===== src/design/edf_pkg.sv =====
// Shared types and constants for the escaped frame deframer.
package edf_pkg;

    localparam int QUEUE_DEPTH = 4;
    localparam int QPTR_W      = $clog2(QUEUE_DEPTH);

    localparam logic [1:0] CFG_HEADER  = 2'd0;
    localparam logic [1:0] CFG_TAIL    = 2'd1;
    localparam logic [1:0] CFG_ESCAPE  = 2'd2;
    localparam logic [1:0] CFG_ADDRESS = 2'd3;

    localparam logic [2:0] ST_OK        = 3'd0;
    localparam logic [2:0] ST_BAD_SUM   = 3'd1;
    localparam logic [2:0] ST_OVERFLOW  = 3'd2;
    localparam logic [2:0] ST_SHORT     = 3'd3;
    localparam logic [2:0] ST_RESTARTED = 3'd4;

    localparam logic KIND_PAYLOAD = 1'b0;
    localparam logic KIND_END     = 1'b1;

    typedef struct packed {
        logic [7:0] data;
        logic       is_header;
        logic       is_tail;
        logic       is_escape;
    } edf_token_t;

endpackage


===== src/design/edf_front.sv =====
// Front end: accepts raw bytes and tags them against the control byte values.
module edf_front
    import edf_pkg::*;
(
    input  logic       rx_valid,
    output logic       rx_ready,
    input  logic [7:0] rx_byte,
    input  logic [7:0] header_byte,
    input  logic [7:0] tail_byte,
    input  logic [7:0] escape_byte,
    input  logic       queue_full,
    output logic       push,
    output edf_token_t push_token
);

    assign rx_ready = !queue_full;
    assign push     = rx_valid && !queue_full;

    always_comb
    begin
        push_token.data      = rx_byte;
        push_token.is_header = (rx_byte == header_byte);
        push_token.is_tail   = (rx_byte == tail_byte);
        push_token.is_escape = (rx_byte == escape_byte);
    end

endmodule


===== src/design/edf_queue.sv =====
// Short queue of tagged bytes between the front end and the frame engine.
module edf_queue
    import edf_pkg::*;
(
    input  logic              clk,
    input  logic              rst_n,
    input  logic              push,
    input  edf_token_t        push_token,
    input  logic              pop,
    output logic              full,
    output logic              not_empty,
    output edf_token_t        head,
    output logic [QPTR_W:0]   count
);

    edf_token_t          entry_reg [QUEUE_DEPTH];
    logic [QPTR_W-1:0]   wr_ptr_reg;
    logic [QPTR_W-1:0]   rd_ptr_reg;
    logic [QPTR_W:0]     count_reg;

    assign full      = (count_reg == (QPTR_W+1)'(QUEUE_DEPTH));
    assign not_empty = (count_reg != '0);
    assign head      = entry_reg[rd_ptr_reg];
    assign count     = count_reg;

    always_ff @(posedge clk)
    begin
        if (push)
        begin
            entry_reg[wr_ptr_reg] <= push_token;
        end
    end

    always_ff @(posedge clk or negedge rst_n)
    begin
        if (!rst_n)
        begin
            wr_ptr_reg <= '0;
            rd_ptr_reg <= '0;
            count_reg  <= '0;
        end
        else
        begin
            if (push)
            begin
                wr_ptr_reg <= wr_ptr_reg + 1'b1;
            end
            if (pop)
            begin
                rd_ptr_reg <= rd_ptr_reg + 1'b1;
            end
            if (push && !pop)
            begin
                count_reg <= count_reg + 1'b1;
            end
            else if (pop && !push)
            begin
                count_reg <= count_reg - 1'b1;
            end
        end
    end

endmodule


===== src/design/edf_back.sv =====
// Frame engine: unescapes the body, tracks sum and count, and registers results.
module edf_back
    import edf_pkg::*;
#(
    parameter int FRAME_BYTES  = 64,
    parameter int HEADER_BYTES = 4
)
(
    input  logic       clk,
    input  logic       rst_n,
    input  logic       tok_valid,
    output logic       tok_ready,
    input  edf_token_t tok,
    input  logic [7:0] device_address,
    output logic       res_valid,
    input  logic       res_ready,
    output logic       kind,
    output logic [7:0] payload_byte,
    output logic [2:0] status,
    output logic       for_this_device,
    output logic [7:0] function_code,
    output logic [6:0] payload_length
);

    localparam int CW = $clog2(FRAME_BYTES + 1);

    typedef enum logic [2:0] {
        PH_HUNT,
        PH_HUNT1,
        PH_BODY,
        PH_ESC,
        PH_LAST_T,
        PH_LAST_H
    } phase_t;

    phase_t          phase_reg, phase_next;
    logic [7:0]      sum_reg, sum_next;
    logic [CW-1:0]   count_reg, count_next;
    logic [7:0]      held0_reg, held0_next;
    logic [7:0]      held1_reg, held1_next;
    logic [1:0]      held_cnt_reg, held_cnt_next;
    logic [7:0]      addr_reg, addr_next;
    logic [7:0]      func_reg, func_next;

    logic            res_valid_reg, res_valid_next;
    logic            kind_reg, kind_next;
    logic [7:0]      payload_reg, payload_next;
    logic [2:0]      status_reg, status_next;
    logic            match_reg, match_next;
    logic [7:0]      fcode_reg, fcode_next;
    logic [6:0]      length_reg, length_next;

    logic            take;
    logic            do_dec;
    logic            do_clear;
    phase_t          dec_phase;
    logic            end_match;
    logic [7:0]      end_func;
    logic [31:0]     len_full;

    assign tok_ready = !res_valid_reg || res_ready;
    assign take      = tok_valid && tok_ready;

    assign end_match = (count_reg != '0) && (addr_reg == device_address);
    assign end_func  = (int'(count_reg) >= 2) ? func_reg : 8'd0;
    assign len_full  = 32'(count_reg) - 32'(HEADER_BYTES + 2);

    always_comb
    begin
        phase_next     = phase_reg;
        sum_next       = sum_reg;
        count_next     = count_reg;
        held0_next     = held0_reg;
        held1_next     = held1_reg;
        held_cnt_next  = held_cnt_reg;
        addr_next      = addr_reg;
        func_next      = func_reg;
        res_valid_next = res_valid_reg && !res_ready;
        kind_next      = kind_reg;
        payload_next   = payload_reg;
        status_next    = status_reg;
        match_next     = match_reg;
        fcode_next     = fcode_reg;
        length_next    = length_reg;
        do_dec         = 1'b0;
        do_clear       = 1'b0;
        dec_phase      = PH_BODY;

        if (take)
        begin
            unique case (phase_reg)
                PH_HUNT:
                begin
                    if (tok.is_header)
                    begin
                        phase_next = PH_HUNT1;
                    end
                end
                PH_HUNT1:
                begin
                    if (tok.is_header)
                    begin
                        do_clear   = 1'b1;
                        phase_next = PH_BODY;
                    end
                    else
                    begin
                        phase_next = PH_HUNT;
                    end
                end
                PH_ESC:
                begin
                    do_dec    = 1'b1;
                    dec_phase = PH_BODY;
                end
                default:
                begin
                    if (phase_reg == PH_LAST_T && tok.is_tail)
                    begin
                        res_valid_next = 1'b1;
                        kind_next      = KIND_END;
                        payload_next   = 8'd0;
                        match_next     = end_match;
                        fcode_next     = end_func;
                        length_next    = 7'd0;
                        if (int'(count_reg) < HEADER_BYTES + 2)
                        begin
                            status_next = ST_SHORT;
                        end
                        else if (sum_reg == held0_reg)
                        begin
                            status_next = ST_OK;
                            length_next = len_full[6:0];
                        end
                        else
                        begin
                            status_next = ST_BAD_SUM;
                        end
                        do_clear   = 1'b1;
                        phase_next = PH_HUNT;
                    end
                    else if (phase_reg == PH_LAST_H && tok.is_header)
                    begin
                        res_valid_next = 1'b1;
                        kind_next      = KIND_END;
                        payload_next   = 8'd0;
                        status_next    = ST_RESTARTED;
                        match_next     = end_match;
                        fcode_next     = end_func;
                        length_next    = 7'd0;
                        do_clear       = 1'b1;
                        phase_next     = PH_BODY;
                    end
                    else if (count_reg == '0 && tok.is_header)
                    begin
                        phase_next = phase_reg;
                    end
                    else if (tok.is_escape)
                    begin
                        phase_next = PH_ESC;
                    end
                    else if (tok.is_tail)
                    begin
                        do_dec    = 1'b1;
                        dec_phase = PH_LAST_T;
                    end
                    else if (tok.is_header)
                    begin
                        do_dec    = 1'b1;
                        dec_phase = PH_LAST_H;
                    end
                    else
                    begin
                        do_dec    = 1'b1;
                        dec_phase = PH_BODY;
                    end
                end
            endcase

            if (do_dec)
            begin
                if (int'(count_reg) >= FRAME_BYTES)
                begin
                    res_valid_next = 1'b1;
                    kind_next      = KIND_END;
                    payload_next   = 8'd0;
                    status_next    = ST_OVERFLOW;
                    match_next     = end_match;
                    fcode_next     = end_func;
                    length_next    = 7'd0;
                    do_clear       = 1'b1;
                    phase_next     = PH_HUNT;
                end
                else
                begin
                    if (count_reg == '0)
                    begin
                        addr_next = tok.data;
                    end
                    else if (count_reg == CW'(1))
                    begin
                        func_next = tok.data;
                    end
                    if (held_cnt_reg == 2'd2)
                    begin
                        sum_next = sum_reg + held0_reg;
                        if (int'(count_reg) >= HEADER_BYTES + 2)
                        begin
                            res_valid_next = 1'b1;
                            kind_next      = KIND_PAYLOAD;
                            payload_next   = held0_reg;
                            status_next    = ST_OK;
                            match_next     = 1'b0;
                            fcode_next     = 8'd0;
                            length_next    = 7'd0;
                        end
                        held0_next = held1_reg;
                        held1_next = tok.data;
                    end
                    else
                    begin
                        if (held_cnt_reg == 2'd0)
                        begin
                            held0_next = tok.data;
                        end
                        else
                        begin
                            held1_next = tok.data;
                        end
                        held_cnt_next = held_cnt_reg + 2'd1;
                    end
                    count_next = count_reg + 1'b1;
                    phase_next = dec_phase;
                end
            end

            if (do_clear)
            begin
                sum_next      = 8'd0;
                count_next    = '0;
                held0_next    = 8'd0;
                held1_next    = 8'd0;
                held_cnt_next = 2'd0;
                addr_next     = 8'd0;
                func_next     = 8'd0;
            end
        end
    end

    always_ff @(posedge clk or negedge rst_n)
    begin
        if (!rst_n)
        begin
            phase_reg     <= PH_HUNT;
            sum_reg       <= 8'd0;
            count_reg     <= '0;
            held0_reg     <= 8'd0;
            held1_reg     <= 8'd0;
            held_cnt_reg  <= 2'd0;
            addr_reg      <= 8'd0;
            func_reg      <= 8'd0;
            res_valid_reg <= 1'b0;
            kind_reg      <= KIND_PAYLOAD;
            payload_reg   <= 8'd0;
            status_reg    <= ST_OK;
            match_reg     <= 1'b0;
            fcode_reg     <= 8'd0;
            length_reg    <= 7'd0;
        end
        else
        begin
            phase_reg     <= phase_next;
            sum_reg       <= sum_next;
            count_reg     <= count_next;
            held0_reg     <= held0_next;
            held1_reg     <= held1_next;
            held_cnt_reg  <= held_cnt_next;
            addr_reg      <= addr_next;
            func_reg      <= func_next;
            res_valid_reg <= res_valid_next;
            kind_reg      <= kind_next;
            payload_reg   <= payload_next;
            status_reg    <= status_next;
            match_reg     <= match_next;
            fcode_reg     <= fcode_next;
            length_reg    <= length_next;
        end
    end

    assign res_valid       = res_valid_reg;
    assign kind            = kind_reg;
    assign payload_byte    = payload_reg;
    assign status          = status_reg;
    assign for_this_device = match_reg;
    assign function_code   = fcode_reg;
    assign payload_length  = length_reg;

endmodule


===== src/design/escaped_frame_deframer.sv =====
// Top level of the escaped frame deframer: configuration, front end, queue and engine.
// The deframer takes one received byte per clock cycle while rx_ready is high and gives
// at most one result per byte, each result being registered in the engine before it
// is shown on the outputs. The front end tags each byte against the header, tail and
// escape values and places it in a four-entry queue; the frame engine takes one byte
// from the queue per cycle whenever its output register is empty or being read, so the
// sustained rate is one byte per cycle and a stalled output fills the queue before
// rx_ready drops. Configuration registers are written through cfg_write and must only
// change while no bytes are queued and no result is pending.
module escaped_frame_deframer
    import edf_pkg::*;
#(
    parameter int FRAME_BYTES  = 64,
    parameter int HEADER_BYTES = 4
)
(
    input  logic       clk,
    input  logic       rst_n,
    input  logic       cfg_write,
    input  logic [1:0] cfg_index,
    input  logic [7:0] cfg_data,
    input  logic       rx_valid,
    output logic       rx_ready,
    input  logic [7:0] rx_byte,
    output logic       res_valid,
    input  logic       res_ready,
    output logic       kind,
    output logic [7:0] payload_byte,
    output logic [2:0] status,
    output logic       for_this_device,
    output logic [7:0] function_code,
    output logic [6:0] payload_length
);

    logic [7:0]      header_reg;
    logic [7:0]      tail_reg;
    logic [7:0]      escape_reg;
    logic [7:0]      address_reg;

    logic            queue_full;
    logic            queue_not_empty;
    logic            push;
    logic            pop;
    logic            tok_ready;
    edf_token_t      push_token;
    edf_token_t      head;
    logic [QPTR_W:0] queue_count;

    always_ff @(posedge clk or negedge rst_n)
    begin
        if (!rst_n)
        begin
            header_reg  <= 8'hAA;
            tail_reg    <= 8'h55;
            escape_reg  <= 8'hA5;
            address_reg <= 8'h01;
        end
        else if (cfg_write)
        begin
            unique case (cfg_index)
                CFG_HEADER:  header_reg  <= cfg_data;
                CFG_TAIL:    tail_reg    <= cfg_data;
                CFG_ESCAPE:  escape_reg  <= cfg_data;
                CFG_ADDRESS: address_reg <= cfg_data;
                default:     header_reg  <= header_reg;
            endcase
        end
    end

    edf_front u_front (
        .rx_valid    (rx_valid),
        .rx_ready    (rx_ready),
        .rx_byte     (rx_byte),
        .header_byte (header_reg),
        .tail_byte   (tail_reg),
        .escape_byte (escape_reg),
        .queue_full  (queue_full),
        .push        (push),
        .push_token  (push_token)
    );

    assign pop = queue_not_empty && tok_ready;

    edf_queue u_queue (
        .clk        (clk),
        .rst_n      (rst_n),
        .push       (push),
        .push_token (push_token),
        .pop        (pop),
        .full       (queue_full),
        .not_empty  (queue_not_empty),
        .head       (head),
        .count      (queue_count)
    );

    edf_back #(
        .FRAME_BYTES  (FRAME_BYTES),
        .HEADER_BYTES (HEADER_BYTES)
    ) u_back (
        .clk             (clk),
        .rst_n           (rst_n),
        .tok_valid       (queue_not_empty),
        .tok_ready       (tok_ready),
        .tok             (head),
        .device_address  (address_reg),
        .res_valid       (res_valid),
        .res_ready       (res_ready),
        .kind            (kind),
        .payload_byte    (payload_byte),
        .status          (status),
        .for_this_device (for_this_device),
        .function_code   (function_code),
        .payload_length  (payload_length)
    );

    a_ready_only_when_full: assert property (@(posedge clk) disable iff (!rst_n)
        !rx_ready |-> queue_count == (QPTR_W+1)'(QUEUE_DEPTH))
        else $error("Input stalled while the queue has room.");

    a_queue_drains: assert property (@(posedge clk) disable iff (!rst_n)
        (queue_not_empty && (!res_valid || res_ready) && !push)
        |=> queue_count == $past(queue_count) - 1'b1)
        else $error("Queue did not drain while the engine was free.");

    a_payload_fields_clear: assert property (@(posedge clk) disable iff (!rst_n)
        (res_valid && kind == KIND_PAYLOAD) |->
        (status == ST_OK && !for_this_device && function_code == 8'd0 &&
         payload_length == 7'd0))
        else $error("Payload item carries end-of-frame fields.");

    a_length_only_when_ok: assert property (@(posedge clk) disable iff (!rst_n)
        (res_valid && kind == KIND_END && status != ST_OK) |->
        (payload_length == 7'd0 && payload_byte == 8'd0))
        else $error("Failed frame reports a length.");

endmodule


===== config.mk =====
export PLATFORM = sky130hd
export DESIGN_NAME = escaped_frame_deframer
export DESIGN_NICKNAME = d
export VERILOG_FILES = /design/src/design/edf_pkg.sv /design/src/design/edf_front.sv /design/src/design/edf_queue.sv /design/src/design/edf_back.sv /design/src/design/escaped_frame_deframer.sv
export SDC_FILE = /design/constraint.sdc
export NUM_CORES = 1
export LEC_CHECK = 0
export BUFFER_PORTS_ARGS = -buffer_cell sky130_fd_sc_hd__buf_2
export CAP_MARGIN = 25
export CORE_ASPECT_RATIO = 0.75
export CORE_MARGIN = 5
export CORE_UTILIZATION = 67
export CTS_BUF_LIST = sky130_fd_sc_hd__clkbuf_4
export DETAILED_ROUTE_END_ITERATION = 8
export GPL_TIMING_DRIVEN = 0
export PLACE_DENSITY = 0.87
export SYNTH_ARGS = -nofsm -noshare
export SYNTH_HDL_FRONTEND = slang
export SYNTH_SLANG_ARGS = --single-unit

===== constraint.sdc =====
create_clock -name clk -period 7.5 [get_ports clk]
set_clock_uncertainty 0.05 [all_clocks]
set_input_delay 0.375 -clock clk [delete_from_list [all_inputs] [get_ports clk]]
set_output_delay 0.375 -clock clk [all_outputs]
set_load 0.05 [all_outputs]

# Yosys cells after proc, flatten, opt, wreduce, memory -nomap -nowiden

Memory sizes are Yosys's and may differ from the RTL's.
Cells that the tools add are included.

Flip-flop bits (word level): 120
Memory bits (writable): 44
Output and inout bits: 30
Memories: 1

Memories:

| memory            | words | width | read ports | clocked after memory_dff | write ports | RTL line        | source |
|---|---|---|---|---|---|---|---|
| u_queue.entry_reg | 4     | 11    | 1          | 0                        | 1           | edf_queue.sv:16 | `edf_token_t entry_reg [QUEUE_DEPTH];` |

Add/sub/neg operators: 8
$lt $le $gt $ge: 4
Equality and inequality tests: 22
Muxes and demuxes: 118
Reductions and logical operators: 43

Operators by type and width:

| cell                                                              | number |
|---|---|
| two-way mux 8 bit                                                 | 38 |
| two-way mux 7 bit                                                 | 12 |
| two-way mux 3 bit                                                 | 24 |
| equality test 8 bit                                               | 5 |
| two-way mux 1 bit                                                 | 36 |
| AND reduction 4 bit                                               | 5 |
| two-way mux 2 bit                                                 | 5 |
| AND reduction 5 bit                                               | 2 |
| nonzero test 2 bit                                                | 5 |
| equality test 3 bit, second input constant                        | 3 |
| logical AND 1 bit                                                 | 9 |
| case mux 3 bit (3 select lines)                                   | 1 |
| adder 8 bit                                                       | 1 |
| AND reduction 2 bit                                               | 4 |
| adder 7 x 1 -> 7 bit, second input constant                       | 1 |
| equality test 7 x 1 -> 1 bit, second input constant               | 1 |
| greater-or-equal comparator 7 x 2 -> 1 bit, second input constant | 1 |
| greater-or-equal comparator 7 x 3 -> 1 bit, second input constant | 1 |
| greater-or-equal comparator 7 bit, second input constant          | 1 |
| logical NOT 7 bit                                                 | 1 |
| < comparator 7 x 3 -> 1 bit, second input constant                | 1 |
| nonzero test 7 bit                                                | 1 |
| subtractor 7 x 3 -> 7 bit, second input constant                  | 1 |
| adder 2 x 1 -> 2 bit, second input constant                       | 3 |
| other kinds (21)                                                  | 33 |

# Logic depth before layout (Yosys ltp)

Word-level depth: 11
Mapped depth: 10

# Hierarchy

A second synthesis with hierarchy kept.

Cells, all modules: 634
Area total of the unflattened synthesis: 7800.0 µm²

By module, submodules not included:

| module                 | times used | cells an instance | area an instance (µm²) | sequential area each (µm²) |
|---|---|---|---|---|
| edf_back               | 1          | 431               | 4247.8                 | 2026.9 |
| edf_queue              | 1          | 91                | 1988.2                 | 1496.4 |
| escaped_frame_deframer | 1          | 69                | 1234.9                 | 817.0 |
| edf_front              | 1          | 43                | 329.1                  | 0.0 |

# Worst setup path after synthesis

No wires, ideal clock.

Kind: register to register
Start point: reg u_back.res_valid_reg, in the netlist u_back.res_valid
End point: reg u_queue.count_reg[2], in the netlist u_queue.count[2]
Setup time: 0.079 ns
Arrival: 2.471 ns
Path slack: 4.900 ns
Cell stages (with the launch flop): 11
Buffers on the path: 1
Period minus slack after synthesis: 2.600 ns
Path through: dfrtp_1 nor2b_1 nor2_1 inv_1 clkbuf_1 ha_1 inv_1 fa_1 xor2_1 nor2_1 xor2_1

Cells in the longest elaborated chain, start to end: 6
Elaborated cells between the ends (all ways): 8
Those cells by class: mux (1); reduce/logical (7)

Ends and longest elaborated chain:

| item                                                           | RTL line                     | source |
|---|---|---|
| start: declaration                                             | edf_back.sv:45               | `logic res_valid_reg, res_valid_next;` |
| start signal: assignment                                       | edf_back.sv:280              | `res_valid_reg <= res_valid_next;` |
| logical NOT 1 bit *                                            | edf_back.sv:61               | `assign tok_ready = !res_valid_reg \|\| res_ready;` |
| logical OR 1 bit *                                             | edf_back.sv:61               |  |
| logical AND 1 bit *                                            | escaped_frame_deframer.sv:82 | `assign pop = queue_not_empty && tok_ready;` |
| logical NOT 1 bit                                              | edf_queue.sv:52              | `if (push && !pop)` |
| logical AND 1 bit                                              | edf_queue.sv:52              |  |
| two-way mux 3 bit / nonzero test 2 bit (equally long branches) | n/a                          |  |
| end signal: assignment                                         | edf_queue.sv:54              | `count_reg <= count_reg + 1'b1;` |
| end signal: assignment                                         | edf_queue.sv:58              | `count_reg <= count_reg - 1'b1;` |
| end: declaration                                               | edf_queue.sv:19              | `logic [QPTR_W:0] count_reg;` |

Mark *: on every way between the ends. The rest lies on a longest branch, timed or not.
A chain may end at the register's enable or synchronous reset.

# Worst setup path in the final report

Start point: reg u_back.count_reg[1]
End point: reg u_back.payload_reg[3], in the netlist u_back.payload_byte[3]

Cells in the longest elaborated chain, start to end: 8
Elaborated cells between the ends (all ways): 13
Those cells by class: order compare (2); mux (9); reduce/logical (2)

Ends and longest elaborated chain:

| item                            | RTL line        | source |
|---|---|---|
| start: declaration              | edf_back.sv:38  | `logic [CW-1:0] count_reg, count_next;` |
| start signal: assignment        | edf_back.sv:274 | `count_reg <= count_next;` |
| logical NOT 7 bit               | edf_back.sv:154 | `else if (count_reg == '0 && tok.is_header)` |
| logical AND 1 bit               | edf_back.sv:154 |  |
| two-way mux 1 bit               | edf_back.sv:154 |  |
| two-way mux 1 bit               | edf_back.sv:142 | `else if (phase_reg == PH_LAST_H && tok.is_header)` |
| two-way mux 1 bit               | edf_back.sv:118 | `if (phase_reg == PH_LAST_T && tok.is_tail)` |
| case mux 1 bit (2 select lines) | edf_back.sv:91  | `unique case (phase_reg)` |
| two-way mux 1 bit               | edf_back.sv:89  | `if (take)` |
| two-way mux 8 bit *             | edf_back.sv:180 | `if (do_dec)` |
| end signal: assignment          | edf_back.sv:282 | `payload_reg <= payload_next;` |
| end: declaration                | edf_back.sv:47  | `logic [7:0] payload_reg, payload_next;` |

Mark *: on every way between the ends. The rest lies on a longest branch, timed or not. The select of a mux whose other input is x is not followed.

==> reports/results.txt <==
Final Cycle Share: 42.2%
max FFs per register: 44
crit-path cells: inv_1, ha_1, nor4b_2, a21oi_1, o211a_1, o22a_1, o21ai_4, buf_6, a22o_1
worst vdd ir: 0.000224 V
GPL Wtd Cong: 0.928
post-CTS sizing: 0
row cnt: 33
Final Max Tran Viols: 0
r2r setup slk: 4.33 ns
Hold Path Stages: 1
Post-CTS Hold Fix Bufs: 1
CTS Buf Count: 17
crit-path leading delay family: compound AO/OA/AOI/OAI gates
post-synth top area share: 35.2%
Crit path largest cell delay: 0.56 ns
Seq cells post-synth: 164
minimum clock period after layout: 3.17 ns
Post-Syn Area: 7610 um2
outcome: finished clean
count leader, synth: dfrtp_1
CTS sink cnt: 164
async set or reset register ratio after synthesis: 73.2%
Finished Cell Area: 8370 um2
Setup Crit Path Kind: reg -> reg
Cells after Synth: 568
P_leak: 0.00364 uW
post-CTS setup buffer count: 0
core area: 11000 um2
Synth area leaders: dfrtp_1 (35%), edfxtp_1 (17%), a22o_1 (5.4%)
Fillers: 671
synthesized area per cell: 13.4 um2
sequential area share after synthesis: 57.0%
Setup-failing EPs final: 0
source of the worst hold timing path: rx_byte[2]
drt drc: 0
Hold Path Class: in -> reg
Layout Utilization: 76.0%
H-Tree Depth: 4
endpoint class of the critical path: flip-flop
highest clock rate: 316 MHz
Root Driver: clkbuf_4
TNS Setup: 0 ns
IO Port Bufs: 52
Max FO, Critical Path: 10
critical path arrival: 3.61 ns
worst r2r src: u_back.count_reg[1]$_DFFE_PN0P_
Cell Area, Placed: 8090 um2
Fin. Hold Viols: 0
RR Endpoint: u_back.payload_byte[3]$_DFFE_PN0P_
antenna violation net count after detailed routing: 0
Worst setup SP type: flip-flop
DRT iter0 DRCs: 589
total wire length: 17100 um
Clock Latency Late Sink: 0.58 ns
pwr dens: 434 nW/um2
nets@finish: 689
vias in the first global route: 5287
Slowest cell on crit path: nor4b_2
Synthesis Warnings: 0
worst slew pin tran: 0.811 ns
Synth top cells by count: dfrtp_1 (107), a22o_1 (47), edfxtp_1 (44)
leading area contributor after synthesis: dfrtp_1
pin count of the biggest net entering global routing: 83
starting density of the core: 69.0%
die area: 13600 um2
Ports: 53
per-cell routed wire length: 21.5 um
TritonRoute pass-1 iters: 5
clk slew on worst S/H paths: 0.16 ns
fraction of layout cells with a size suffix above 1: 25.5%
Critical Path RT: 7.95 ns
max_cap viols: 0
Synth Net Count: 614
Die W: 133 um
Post-synth EDFFs: 44
DR vias/cell: 6.57
Hold Crit Endpoint: u_queue.entry_reg[0][5]$_DFFE_PP_
gr ovfl total: 0
initial antenna violation count: 1
Via Count: 5236
GRT Total Usage: 26.6%
Reg2Reg Depth: 9
Slew headroom: 46.0%
HPWL after DPL: 12500 um
CTS tree: built
RSZ-0062 raised after global routing: no
first-pass GRT wire length: 27800 um
Multi-input gate area: 3130 um2
buffers and inverters on the worst path: 2
Chip Height: 102 um
Synth Flop Type: dfrtp_1
synth-to-layout area growth: 10.0%
Sequential cell area: 4340 um2
Clock Tree Buf Depth: 2
Yosys cell types: 74
==> routing by layer <==
metal | part of all wire (%) | routed length [um] | global-route usage [%]
met5 | 0 | 0 | 0
met4 | 1.8 | 316 | 8.55
met3 | 8.3 | 1420 | 7.82
met2 | 48 | 8160 | 42.4
met1 | 42 | 7250 | 36.0
==> through the flow <==
step / cells / hold slack [ns] / setup WS (ns) / total power (uW)
CTS: 795 / 0.00651 / 4.39 / 3620
global route: 797 / 0.00682 / 4.18 / 3850
finish: 797 / 0.0401 / 4.33 / 3640
floorplan: 568 / 0.0294 / 4.90 / 2660
global placement: 760 / 0.416 / 4.56 / 3020
detailed placement: 762 / 0.260 / 4.46 / 3120
==> report_power, final <==
part           total, uW  internal, uW  leakage [uW]  switching (uW)
sequential          1390          1200       0.00190             186
combinational       1750           657       0.00160            1100
clock                500           148      0.000144             353
==> worst register-to-register path, delay by kind of cell, from the launching register on <==
kind	cells	cell delay [ns]
AOI/OAI and AO/OA	5	1.38
buffers and inverters	2	0.43
DFF	1	0.47
adders and majority gates	1	0.19
and+or+nand+nor	1	0.56
==> cells by family after synthesis <==
logic type / synth area share, %
AND/OR/NAND/NOR: 6.99
flip-flops: 57.0
AO/OA/AOI/OAI: 15.2
buffers and inverters: 1.91
adder cells (fa/ha/maj): 3.98
XOR/XNOR: 5.75
multiplexers: 9.19
==> worst max-delay path by stage <==
stage / startpoint / endpoint / slack, ns / cells after the start
2_1_floorplan: u_back.res_valid$_DFF_PN0_ / u_queue.count[2]$_DFFE_PN0P_ / 4.90 / 10
3_3_place_gp: u_back.count_reg[1]$_DFFE_PN0P_ / u_back.payload_byte[7]$_DFFE_PN0P_ / 4.56 / 9
3_5_place_dp: u_back.count_reg[1]$_DFFE_PN0P_ / u_back.sum_reg[4]$_DFFE_PN0P_ / 4.46 / 8
4_1_cts: u_back.count_reg[1]$_DFFE_PN0P_ / u_back.payload_byte[2]$_DFFE_PN0P_ / 4.39 / 9
5_1_grt: u_back.count_reg[1]$_DFFE_PN0P_ / u_back.payload_byte[2]$_DFFE_PN0P_ / 4.18 / 9
6_report: u_back.count_reg[1]$_DFFE_PN0P_ / u_back.payload_byte[3]$_DFFE_PN0P_ / 4.33 / 9
==> final cells by class <==
class	count	area share, %
Antenna cell	1	0.0299
Buffer	15	0.882
Clock buffer	17	1.52
Clock inverter	15	1.64
Inverter	19	0.852
Multi-Input combinational cell	370	37.3
Sequential cell	164	51.8
Tap cell	140	2.09
Timing Repair Buffer	56	3.81
==> placed cells by master, fill, tap and decap left out, types with 4 or more instances in the layout <==
cell	netlist	routed
a21oi_1	16	16
a22o_1	47	47
a32o_1	5	5
and3_1	8	8
buf_2	2	54
clkbuf_1	9	9
clkbuf_4	0	17
dfrtp_1	107	107
dfstp_2	13	13
edfxtp_1	44	44
ha_1	21	21
inv_1	18	18
inv_6	0	5
inv_8	0	5
mux2_2	33	33
mux2i_1	8	8
mux4_2	11	11
nand2_1	30	30
nand3_1	4	4
nand4_1	7	7
nor2_1	26	26
nor3_1	8	8
nor4_1	4	4
o21ai_0	7	7
o21ai_2	4	4
o2bb2ai_1	10	10
o31ai_1	7	7
xnor2_1	33	33
xor2_1	17	17
(Power assumes the default switching activity.)
